`config.mk`:
```
export PLATFORM = sky130hd
export DESIGN_NAME = gcode_line_filter_core
export DESIGN_NICKNAME = d
export VERILOG_FILES = /design/src/hw/rtl/glf_pkg.sv /design/src/hw/rtl/gcode_line_filter_core.sv /design/src/hw/rtl/glf_in_stage.sv /design/src/hw/rtl/glf_parser.sv /design/src/hw/rtl/glf_out_stage.sv
export SDC_FILE = /design/constraint.sdc
export NUM_CORES = 1
export LEC_CHECK = 0
export ABC_AREA = 1
export BUFFER_PORTS_ARGS = -buffer_cell sky130_fd_sc_hd__clkbuf_2
export CORE_AREA = 5 5 110 112
export DETAILED_ROUTE_END_ITERATION = 8
export DIE_AREA = 0 0 115 117
export GPL_ROUTABILITY_DRIVEN = 0
export PLACE_DENSITY = 0.49
export SLEW_MARGIN = 10
export SYNTH_ARGS = -nofsm -noshare
export SYNTH_HDL_FRONTEND = slang
export SYNTH_SLANG_ARGS = --single-unit
```
`constraint.sdc`:
```
create_clock -name clk_i -period 3.05 [get_ports clk_i]
set_input_delay 0.1525 -clock clk_i [delete_from_list [all_inputs] [get_ports clk_i]]
set_output_delay 0.1525 -clock clk_i [all_outputs]
set_load 0.01 [all_outputs]
```
`src/hw/rtl/glf_pkg.sv`:
```
// Package with the shared types, character codes and helpers of the G-code line filter.
`default_nettype none

package glf_pkg;

  localparam int unsigned LineMax  = 256;
  localparam int unsigned LenWidth = 9;

  localparam logic [7:0] ChNul    = 8'h00;
  localparam logic [7:0] ChNl     = 8'h0A;
  localparam logic [7:0] ChCr     = 8'h0D;
  localparam logic [7:0] ChSpace  = 8'h20;
  localparam logic [7:0] ChPct    = 8'h25;
  localparam logic [7:0] ChLParen = 8'h28;
  localparam logic [7:0] ChRParen = 8'h29;
  localparam logic [7:0] ChSemi   = 8'h3B;
  localparam logic [7:0] ChLowA   = 8'h61;
  localparam logic [7:0] ChLowZ   = 8'h7A;
  localparam logic [7:0] CaseBit  = 8'h20;

  localparam logic [LenWidth-1:0] LineMaxVal = LenWidth'(LineMax);

  typedef struct packed {
    logic [7:0] out_char;
    logic       out_valid;
    logic [7:0] out_position;
    logic       line_end;
    logic       overflow;
    logic [7:0] comment_char;
    logic       comment_valid;
    logic       comment_restart;
    logic       comment_end;
  } result_t;

  // ASCII upper-case for a..z only.
  function automatic logic [7:0] to_upper(input logic [7:0] c);
    logic [7:0] u;
    u = c;
    if (c >= ChLowA && c <= ChLowZ) begin
      u = c & ~CaseBit;
    end
    return u;
  endfunction

endpackage

`default_nettype wire

```
`src/hw/rtl/gcode_line_filter_core.sv`:
```
// Top level of the G-code line filter: input register, line parser, result register.
//
// Usage:
//   Input channel: one text character per transfer on byte_in_i, taken at a rising
//   edge with in_valid_i high and in_stall_o low. A zero byte ends the line.
//   Result channel: exactly one result per character, offered on res_valid_o and
//   taken at an edge with res_stall_i low. It carries the upper-cased line
//   character and its position, the comment text character, and the line end,
//   overflow, comment restart and comment end flags.
//   Configuration: cfg_we_i writes cfg_wdata_i into the line length limit (values
//   above 256 act as 256). Write it only while no character is in flight.
// Pipeline: a character passes two register stages, the input register and then
//   the result register.
// Throughput: one character per cycle while res_stall_i is low; the parser updates
//   its flags and fill count in the same cycle the character moves into the result register.
// Reset: clears both comment flags, the fill count and the stage valid bits, and
//   sets the length limit to 256.
// Receiver stall: the result register holds; the input register holds its
//   character and raises in_stall_o, so at most two characters wait inside.
`default_nettype none

module gcode_line_filter_core
  import glf_pkg::*;
(
  input  wire logic                clk_i,
  input  wire logic                rst_ni,
  input  wire logic                cfg_we_i,
  input  wire logic [LenWidth-1:0] cfg_wdata_i,
  input  wire logic                in_valid_i,
  output logic                     in_stall_o,
  input  wire logic [7:0]          byte_in_i,
  output logic                     res_valid_o,
  input  wire logic                res_stall_i,
  output logic [7:0]               out_char_o,
  output logic                     out_valid_o,
  output logic [7:0]               out_position_o,
  output logic                     line_end_o,
  output logic                     overflow_o,
  output logic [7:0]               comment_char_o,
  output logic                     comment_valid_o,
  output logic                     comment_restart_o,
  output logic                     comment_end_o
);

  logic       advance;
  logic       item_valid;
  logic [7:0] item_byte;
  logic       step;
  result_t    step_res;
  result_t    res_q;

  // Hold the character until the result register can take its result.
  glf_in_stage u_in_stage (
    .clk_i       (clk_i),
    .rst_ni      (rst_ni),
    .in_valid_i  (in_valid_i),
    .in_stall_o  (in_stall_o),
    .byte_in_i   (byte_in_i),
    .advance_i   (advance),
    .item_valid_o(item_valid),
    .item_byte_o (item_byte)
  );

  // Parser state moves only when a character transfers into the result register.
  assign step = item_valid && advance;

  glf_parser u_parser (
    .clk_i      (clk_i),
    .rst_ni     (rst_ni),
    .cfg_we_i   (cfg_we_i),
    .cfg_wdata_i(cfg_wdata_i),
    .step_i     (step),
    .byte_i     (item_byte),
    .result_o   (step_res)
  );

  glf_out_stage u_out_stage (
    .clk_i       (clk_i),
    .rst_ni      (rst_ni),
    .load_valid_i(item_valid),
    .load_data_i (step_res),
    .advance_o   (advance),
    .res_valid_o (res_valid_o),
    .res_stall_i (res_stall_i),
    .res_data_o  (res_q)
  );

  assign out_char_o        = res_q.out_char;
  assign out_valid_o       = res_q.out_valid;
  assign out_position_o    = res_q.out_position;
  assign line_end_o        = res_q.line_end;
  assign overflow_o        = res_q.overflow;
  assign comment_char_o    = res_q.comment_char;
  assign comment_valid_o   = res_q.comment_valid;
  assign comment_restart_o = res_q.comment_restart;
  assign comment_end_o     = res_q.comment_end;

endmodule

`default_nettype wire

```
`src/hw/rtl/glf_in_stage.sv`:
```
// Input register of the G-code line filter: holds one character until the parser takes it.
`default_nettype none

module glf_in_stage
  import glf_pkg::*;
(
  input  wire logic       clk_i,
  input  wire logic       rst_ni,
  input  wire logic       in_valid_i,
  output logic            in_stall_o,
  input  wire logic [7:0] byte_in_i,
  input  wire logic       advance_i,
  output logic            item_valid_o,
  output logic [7:0]      item_byte_o
);

  logic       valid_q, valid_d;
  logic [7:0] byte_q, byte_d;
  logic       take;

  // Refill whenever the held character moves on or the register is empty.
  assign in_stall_o = valid_q && !advance_i;
  assign take       = in_valid_i && !in_stall_o;

  always_comb begin
    valid_d = valid_q;
    byte_d  = byte_q;
    if (take) begin
      valid_d = 1'b1;
      byte_d  = byte_in_i;
    end else if (advance_i) begin
      valid_d = 1'b0;
    end
  end

  always_ff @(posedge clk_i or negedge rst_ni) begin
    if (!rst_ni) begin
      valid_q <= 1'b0;
    end else begin
      valid_q <= valid_d;
    end
  end

  always_ff @(posedge clk_i) begin
    byte_q <= byte_d;
  end

  assign item_valid_o = valid_q;
  assign item_byte_o  = byte_q;

endmodule

`default_nettype wire

```
`src/hw/rtl/glf_parser.sv`:
```
// Line parser of the G-code line filter: comment flags, fill count, length limit, result.
`default_nettype none

module glf_parser
  import glf_pkg::*;
(
  input  wire logic                clk_i,
  input  wire logic                rst_ni,
  input  wire logic                cfg_we_i,
  input  wire logic [LenWidth-1:0] cfg_wdata_i,
  input  wire logic                step_i,
  input  wire logic [7:0]          byte_i,
  output result_t                  result_o
);

  logic                paren_q, paren_d;
  logic                semi_q, semi_d;
  logic [LenWidth-1:0] fill_q, fill_d;
  logic                wrap_q, wrap_d;
  logic [LenWidth-1:0] max_len_q;
  logic [LenWidth-1:0] limit;
  result_t             res;

  assign limit = (max_len_q > LineMaxVal) ? LineMaxVal : max_len_q;

  always_comb begin
    paren_d = paren_q;
    semi_d  = semi_q;
    fill_d  = fill_q;
    wrap_d  = wrap_q;
    res     = '0;
    if (byte_i == ChNul) begin
      res.line_end = 1'b1;
      paren_d      = 1'b0;
      semi_d       = 1'b0;
      fill_d       = '0;
      wrap_d       = 1'b0;
    end else begin
      // Capture everything while a parenthesis comment is open.
      if (paren_q) begin
        res.comment_char  = byte_i;
        res.comment_valid = 1'b1;
      end
      if (byte_i == ChNl) begin
        res.line_end = 1'b1;
        paren_d      = 1'b0;
        semi_d       = 1'b0;
        fill_d       = '0;
        wrap_d       = 1'b0;
      end else begin
        case (byte_i)
          ChCr, ChSpace, ChPct: begin
          end
          ChLParen: begin
            res.comment_restart = paren_q;
            paren_d             = 1'b1;
          end
          ChRParen: begin
            if (paren_q) begin
              paren_d         = 1'b0;
              res.comment_end = 1'b1;
            end
          end
          ChSemi: begin
            if (!paren_q) begin
              semi_d = 1'b1;
            end
          end
          default: begin
            if (!paren_q && !semi_q) begin
              res.out_char     = to_upper(byte_i);
              res.out_valid    = 1'b1;
              res.out_position = fill_q[7:0];
              fill_d           = fill_q + LenWidth'(1);
              // A wrapped count has already passed every limit; hold off the check.
              if (fill_q == '1) begin
                wrap_d = 1'b1;
              end
            end
          end
        endcase
        if (!wrap_d && fill_d == limit) begin
          res.line_end = 1'b1;
          res.overflow = 1'b1;
          paren_d      = 1'b0;
          semi_d       = 1'b0;
          fill_d       = '0;
          wrap_d       = 1'b0;
        end
      end
    end
  end

  always_ff @(posedge clk_i or negedge rst_ni) begin
    if (!rst_ni) begin
      paren_q   <= 1'b0;
      semi_q    <= 1'b0;
      fill_q    <= '0;
      wrap_q    <= 1'b0;
      max_len_q <= LineMaxVal;
    end else begin
      if (cfg_we_i) begin
        max_len_q <= cfg_wdata_i;
      end
      if (step_i) begin
        paren_q <= paren_d;
        semi_q  <= semi_d;
        fill_q  <= fill_d;
        wrap_q  <= wrap_d;
      end
    end
  end

  assign result_o = res;

endmodule

`default_nettype wire

```
`src/hw/rtl/glf_out_stage.sv`:
```
// Result register of the G-code line filter: holds one result until the receiver takes it.
`default_nettype none

module glf_out_stage
  import glf_pkg::*;
(
  input  wire logic clk_i,
  input  wire logic rst_ni,
  input  wire logic load_valid_i,
  input  result_t   load_data_i,
  output logic      advance_o,
  output logic      res_valid_o,
  input  wire logic res_stall_i,
  output result_t   res_data_o
);

  logic    valid_q, valid_d;
  result_t data_q, data_d;

  // Advance when the register is empty or its result leaves this cycle.
  assign advance_o = !valid_q || !res_stall_i;

  always_comb begin
    valid_d = valid_q;
    data_d  = data_q;
    if (advance_o) begin
      valid_d = load_valid_i;
      data_d  = load_data_i;
    end
  end

  always_ff @(posedge clk_i or negedge rst_ni) begin
    if (!rst_ni) begin
      valid_q <= 1'b0;
    end else begin
      valid_q <= valid_d;
    end
  end

  always_ff @(posedge clk_i) begin
    data_q <= data_d;
  end

  assign res_valid_o = valid_q;
  assign res_data_o  = data_q;

endmodule

`default_nettype wire
```
=== Yosys cells after proc, flatten, opt, wreduce, memory -nomap -nowiden ===
Index checks and enable logic that the tools add are counted.

* Memories kept: 0
* Input bits: 22
* ROM bits: 0
* Output and inout port bits: 32
* Logic and storage cells: 95
* Bits in writable memories: 0
* Register bits: 61
* Bits in latches: 0

* Equality and inequality tests: 10
* Bitwise gates (word level): 4
* Add/subtract/negate cells: 1
* Multiply operators: 0
* Mux-type cells: 31
* Shift operators: 0
* Order comparisons: 3
* Reduce and logical (&&, ||, !) cells: 28
* Divide/modulo/power cells: 0

{| class="wikitable"
|+ Operators with widths
! cell !! count
|-
| $mux W9 || 9
|-
| $eq A8 B6 Y1 const B || 5
|-
| $mux W1 || 20
|-
| $eq A8 B4 Y1 const B || 2
|-
| $reduce_or A10 Y1 || 1
|-
| $add A9 B1 Y9 const B || 1
|-
| $eq A9 B9 Y1 || 1
|-
| $eq A9 B9 Y1 const B || 1
|-
| $gt A9 B9 Y1 const B || 1
|-
| $reduce_or A9 Y1 || 1
|-
| $ge A8 B7 Y1 const B || 1
|-
| $le A8 B7 Y1 const B || 1
|-
| $logic_not A8 Y1 || 1
|-
| $reduce_or A8 Y1 || 1
|-
| $logic_not A1 Y1 || 7
|-
| $logic_and A1 B1 Y1 || 6
|-
| $reduce_or A3 Y1 || 2
|-
| $reduce_or A6 Y1 || 1
|-
| $reduce_bool A5 Y1 || 1
|-
| $ne A4 B4 Y1 const B || 1
|-
| $not A1 Y1 || 4
|-
| $reduce_bool A4 Y1 || 1
|-
| $reduce_or A2 Y1 || 2
|-
| $reduce_and A3 Y1 || 1
|-
| other kinds (5) || 5
|}

=== Depth between registers and ports, before layout ===
* Word-level depth: 11
* Depth in mapped cells: 19
* Depth with buffers taken out: 19

=== By module ===
From an unflattened synthesis, not the netlist that was laid out.

* Cells, all modules: 389
* Area total of the unflattened synthesis: 3186.8 sq um

{| class="wikitable"
|+ By module, submodules not included
! module !! area an instance (sq um) !! instances !! seq. area each (sq um) !! cells an instance
|-
| glf_parser || 1939.4 || 1 || 526.8 || 338
|-
| glf_out_stage || 942.2 || 1 || 925.9 || 34
|-
| glf_in_stage || 297.8 || 1 || 265.3 || 15
|-
| gcode_line_filter_core || 7.5 || 1 || 0.0 || 2
|}

=== Least setup slack after synthesis ===
No wires, ideal clock.

* Path type: register to register
* Start: register u_parser.fill_q[0]
* End: register u_parser.fill_q[1]
* Buffers on the path: 1
* Data required time: 2.921 ns
* Library setup time: 0.129 ns
* Arrival time: 2.097 ns
* Slack: 0.824 ns
* Clock period less this slack: 2.226 ns
* Stages on the path, launching flop included: 18
* Cell sequence: dfrtp_1 ha_1 nand2_1 inv_1 nand3_1 nor3_1 ha_1 o21ai_0 nand2_2 nand2_1 nand2_1 nand2_1 nand3_1 nor2_2 nand2_2 buf_6 nand2_2 o22ai_1

* Longest elaborated chain between the ends: 11
* Elaborated cells between the ends (all ways): 17
* Classes of those cells: add/sub (1); eq/ne (2); mux (12); reduce/logical (2)

{| class="wikitable"
|+ RTL lines
! element !! line !! RTL
|-
| start, declared || glf_parser.sv:18 || <nowiki>logic [LenWidth-1:0] fill_q, fill_d;</nowiki>
|-
| start signal, assigned || glf_parser.sv:108 || <nowiki>fill_q <= fill_d;</nowiki>
|-
| branches (longest 8 deep; another with $add A9 B1 Y9) || n/a ||
|-
| $mux W9 (*) || glf_parser.sv:82 || <nowiki>if (!wrap_d && fill_d == limit) begin</nowiki>
|-
| $mux W9 (*) || glf_parser.sv:44 || <nowiki>if (byte_i == ChNl) begin</nowiki>
|-
| $mux W9 (*) || glf_parser.sv:32 || <nowiki>if (byte_i == ChNul) begin</nowiki>
|}

Every way passes the cells marked *. The select of a mux whose other input is x is not followed.
A chain may end at the register's enable or synchronous reset.

=== Final worst setup path ===
* Start: register u_parser.fill_q[0]
* End: register u_parser.paren_q

* Longest elaborated chain between the ends: 11
* Elaborated cells between the ends (all ways): 19
* Classes of those cells: add/sub (1); eq/ne (2); mux (12); reduce/logical (4)

{| class="wikitable"
|+ RTL lines
! element !! line !! RTL
|-
| branches (longest 7 deep; another with $add A9 B1 Y9) || n/a ||
|-
| $logic_and A1 B1 Y1 (*) || glf_parser.sv:82 ||
|-
| $mux W1 || glf_parser.sv:82 ||
|-
| $mux W1 || glf_parser.sv:44 ||
|-
| $mux W1 || glf_parser.sv:32 ||
|-
| end signal, assigned || glf_parser.sv:106 || <nowiki>paren_q <= paren_d;</nowiki>
|-
| end, declared || glf_parser.sv:16 || <nowiki>logic paren_q, paren_d;</nowiki>
|}

Marks and branches as above.

==> summary.txt <==
post-DP HPWL: 5.71 mm
drt wl/cell: 12.7 microns
CP max stage cell: dfrtp_1
status: finished clean
Setup Skew: 4.10 ps
most common cell after layout, fill and taps aside: nand2_1
Slew Limit Fails: 0
routed vias: 2,629
Yosys reg bits: 61
drt pass-1 iters: 4
syn_area_per_cell: 8.27 sq um
CTS Buf Count: 9
hold_buf cts: 1
sequential area share after synthesis: 0.539
unrepaired setup endpoints after global routing: false
Setup crit end kind: flop
CP peak stage delay: 450 ps
clk buf depth: 2
global-route wire length before repair: 12.5 mm
CP delay by family, top: simple AND/OR/NAND/NOR gates
Worst Tran Pin Value: 647 ps
drt total wl: 7.60 mm
worst vdd ir: 0.328 mV
fin worst setup slack: 398 ps
net count after synthesis: 409
die height: 117 microns
vias per inst: 4.40
Synthesis Warnings: 0
Final Power: 3.14 mW
Setup WS pre-CTS: 444 ps
Synth Instances: 385
Crit Path Max Fanout: 13
Area growth syn-to-layout: 23.9%
CTS root buf: clkbuf_16
# Max-Cap Violations: 0
Fin Setup TNS: 0 ps
Total GRT Usage: 0.121
Hold Vio Cnt, Final: 0
Cell Pwr Density: 796 mW/mm^2
vias in the first global route: 2,518
Site Rows: 39
worst path cell trace: ha_1 > nand2_1 > inv_1 > nand3_1 > nor3_1 > ha_1 > o21ai_0 > nand2_2 > nand2_1 > nand2_1 > nand2_1 > nand3_1 > nor2_2 > nand2_2 > nand2_1 > nand2_1 > nand2_1 > nand2_1
die width: 115 microns
clock period minus worst slack: 2650 ps
final setup vio count: 0
post-cts gate resize count: 0
CP dominant cell by count: nand2_1
clk slew on worst S/H paths: 50 ps
Post-CTS Setup Bufs: 0
mapped cell area: 0.00319 sq mm
H-tree Lvls: 3
nets@finish: 473
Starting Density: 0.286
global route overflow: 0
CP Data Required Time: 3260 ps
CTS Sinks: 61
Leak Pwr: 1.95 nW
Initial DRC Count: 127
HP Class: in -> reg
DRC viols: 0
core area: 0.0111 sq mm
die area: 0.0135 sq mm
relative slew slack: 0.567
Max Freq: 377 MHz
initial antenna violation count: 0
CP startpoint kind: flop
most frequent cells in the layout: 110 x nand2_1, 53 x nor2_1, 53 x clkbuf_2
count of input and output buffers: 53
n_diodes: 0
Worst Path Buf+Inv: 1
type of the worst setup path: reg -> reg
TritonCTS clock tree: built
share of cells above drive strength 1: 0.225
Clock Latency Late Sink: 320 ps
arrival time at the worst endpoint: 2860 ps
Final period util: 0.869
synth unique cells: 28
largest net degree at the start of global routing: 32
DRT antenna net count: 0
io pins: 54
## per-layer routing
metal  part of all wire  vias to the layer above  GRT usage
li1                   -                     1366          -
met1               0.50                     1178      0.172
met2               0.42                       76      0.177
met3              0.060                        9     0.0242
met4              0.019                        0     0.0540
met5                  0                        -          0
## cells in the mapped netlist, drive strengths merged
library cell  number  share of area
a21oi              7          0.011
a311oi             1         0.0027
buf                1         0.0035
clkbuf             3         0.0035
dfrtp             22           0.17
dfstp              1         0.0082
edfxtp            38           0.36
ha                 2         0.0079
inv               54          0.064
nand2            123           0.16
nand3             28          0.049
nand3b             3         0.0071
nand4              5         0.0098
nor2              62          0.085
nor3               3         0.0047
o21ai             27          0.044
o22ai              2         0.0039
xnor2              1         0.0027
xor2               2         0.0055
## final timing paths
kind / start / to / slack, ps / cells after the start
max: u_parser.fill_q[0]$_DFFE_PN0P_ / u_parser.paren_q$_DFFE_PN0P_ / 400 / 18
min: byte_in_i[7] / u_in_stage.item_byte_o[7]$_DFFE_PP_ / 10 / 1
max reg2reg: u_parser.fill_q[0]$_DFFE_PN0P_ / u_parser.paren_q$_DFFE_PN0P_ / 400 / 18
min reg2reg: u_in_stage.item_valid_o$_DFFE_PN0P_ / u_out_stage.res_valid_o$_DFFE_PN0N_ / 470 / 2
max in group asynchronous: rst_ni / u_parser.max_len_q[1]$_DFFE_PN0P_ / 2260 / 2
min in group asynchronous: rst_ni / u_parser.fill_q[7]$_DFFE_PN0P_ / 390 / 2
## report_power, final
part	switching (mW)	internal, mW	leakage [nW]	total (mW)
Sequential	0.147	1.08	0.685	1.23
Clock	0.338	0.706	0.151	1.04
Combinational	0.573	0.294	1.11	0.866
Total	1.06	2.08	1.95	3.14
## flip-flops by register name (all words and copies together) (netlist names)
name	count
u_in_stage.item_byte_o	8
u_parser.fill_q	9
u_out_stage.res_data_o	30
u_parser.semi_q	1
u_out_stage.res_valid_o	1
u_in_stage.item_valid_o	1
u_parser.paren_q	1
u_parser.wrap_q	1
u_parser.max_len_q	9
## layout make-up
cell class,instances,area (sq um)
clock buffers,10,229
clock inverters,6,77.6
fillers,1210,7180
inverters,54,203
multi-input cells,266,1240
flip-flops and latches,61,1720
well taps,143,179
repair buffers,57,298
## cells by family (layout without fill, tap and decap cells)
| group | count (synthesis) | count (layout) | synth area share |
|---|---|---|---|
| flip-flops | 61 | 61 | 0.539 |
| AND/OR/NAND/NOR | 224 | 224 | 0.313 |
| adder cells (fa/ha/maj) | 2 | 2 | 0.00785 |
| AO/OA/AOI/OAI | 37 | 37 | 0.0613 |
| XOR/XNOR | 3 | 3 | 0.00825 |
| buffers and inverters | 58 | 127 | 0.0707 |
## metrics by stage
step | util | cells | cell area [sq um] | hold WS [ps]
CTS | 0.355 | 597 | 3950 | 4.11
detailed placement | 0.326 | 580 | 3630 | 194
global placement | 0.326 | 580 | 3630 | 195
floorplan | - | 385 | 3190 | -143
global route | 0.355 | 597 | 3950 | 8.20
finish | 0.355 | 597 | 3950 | 13.5
Note: power is estimated with default switching activity, not from simulation.
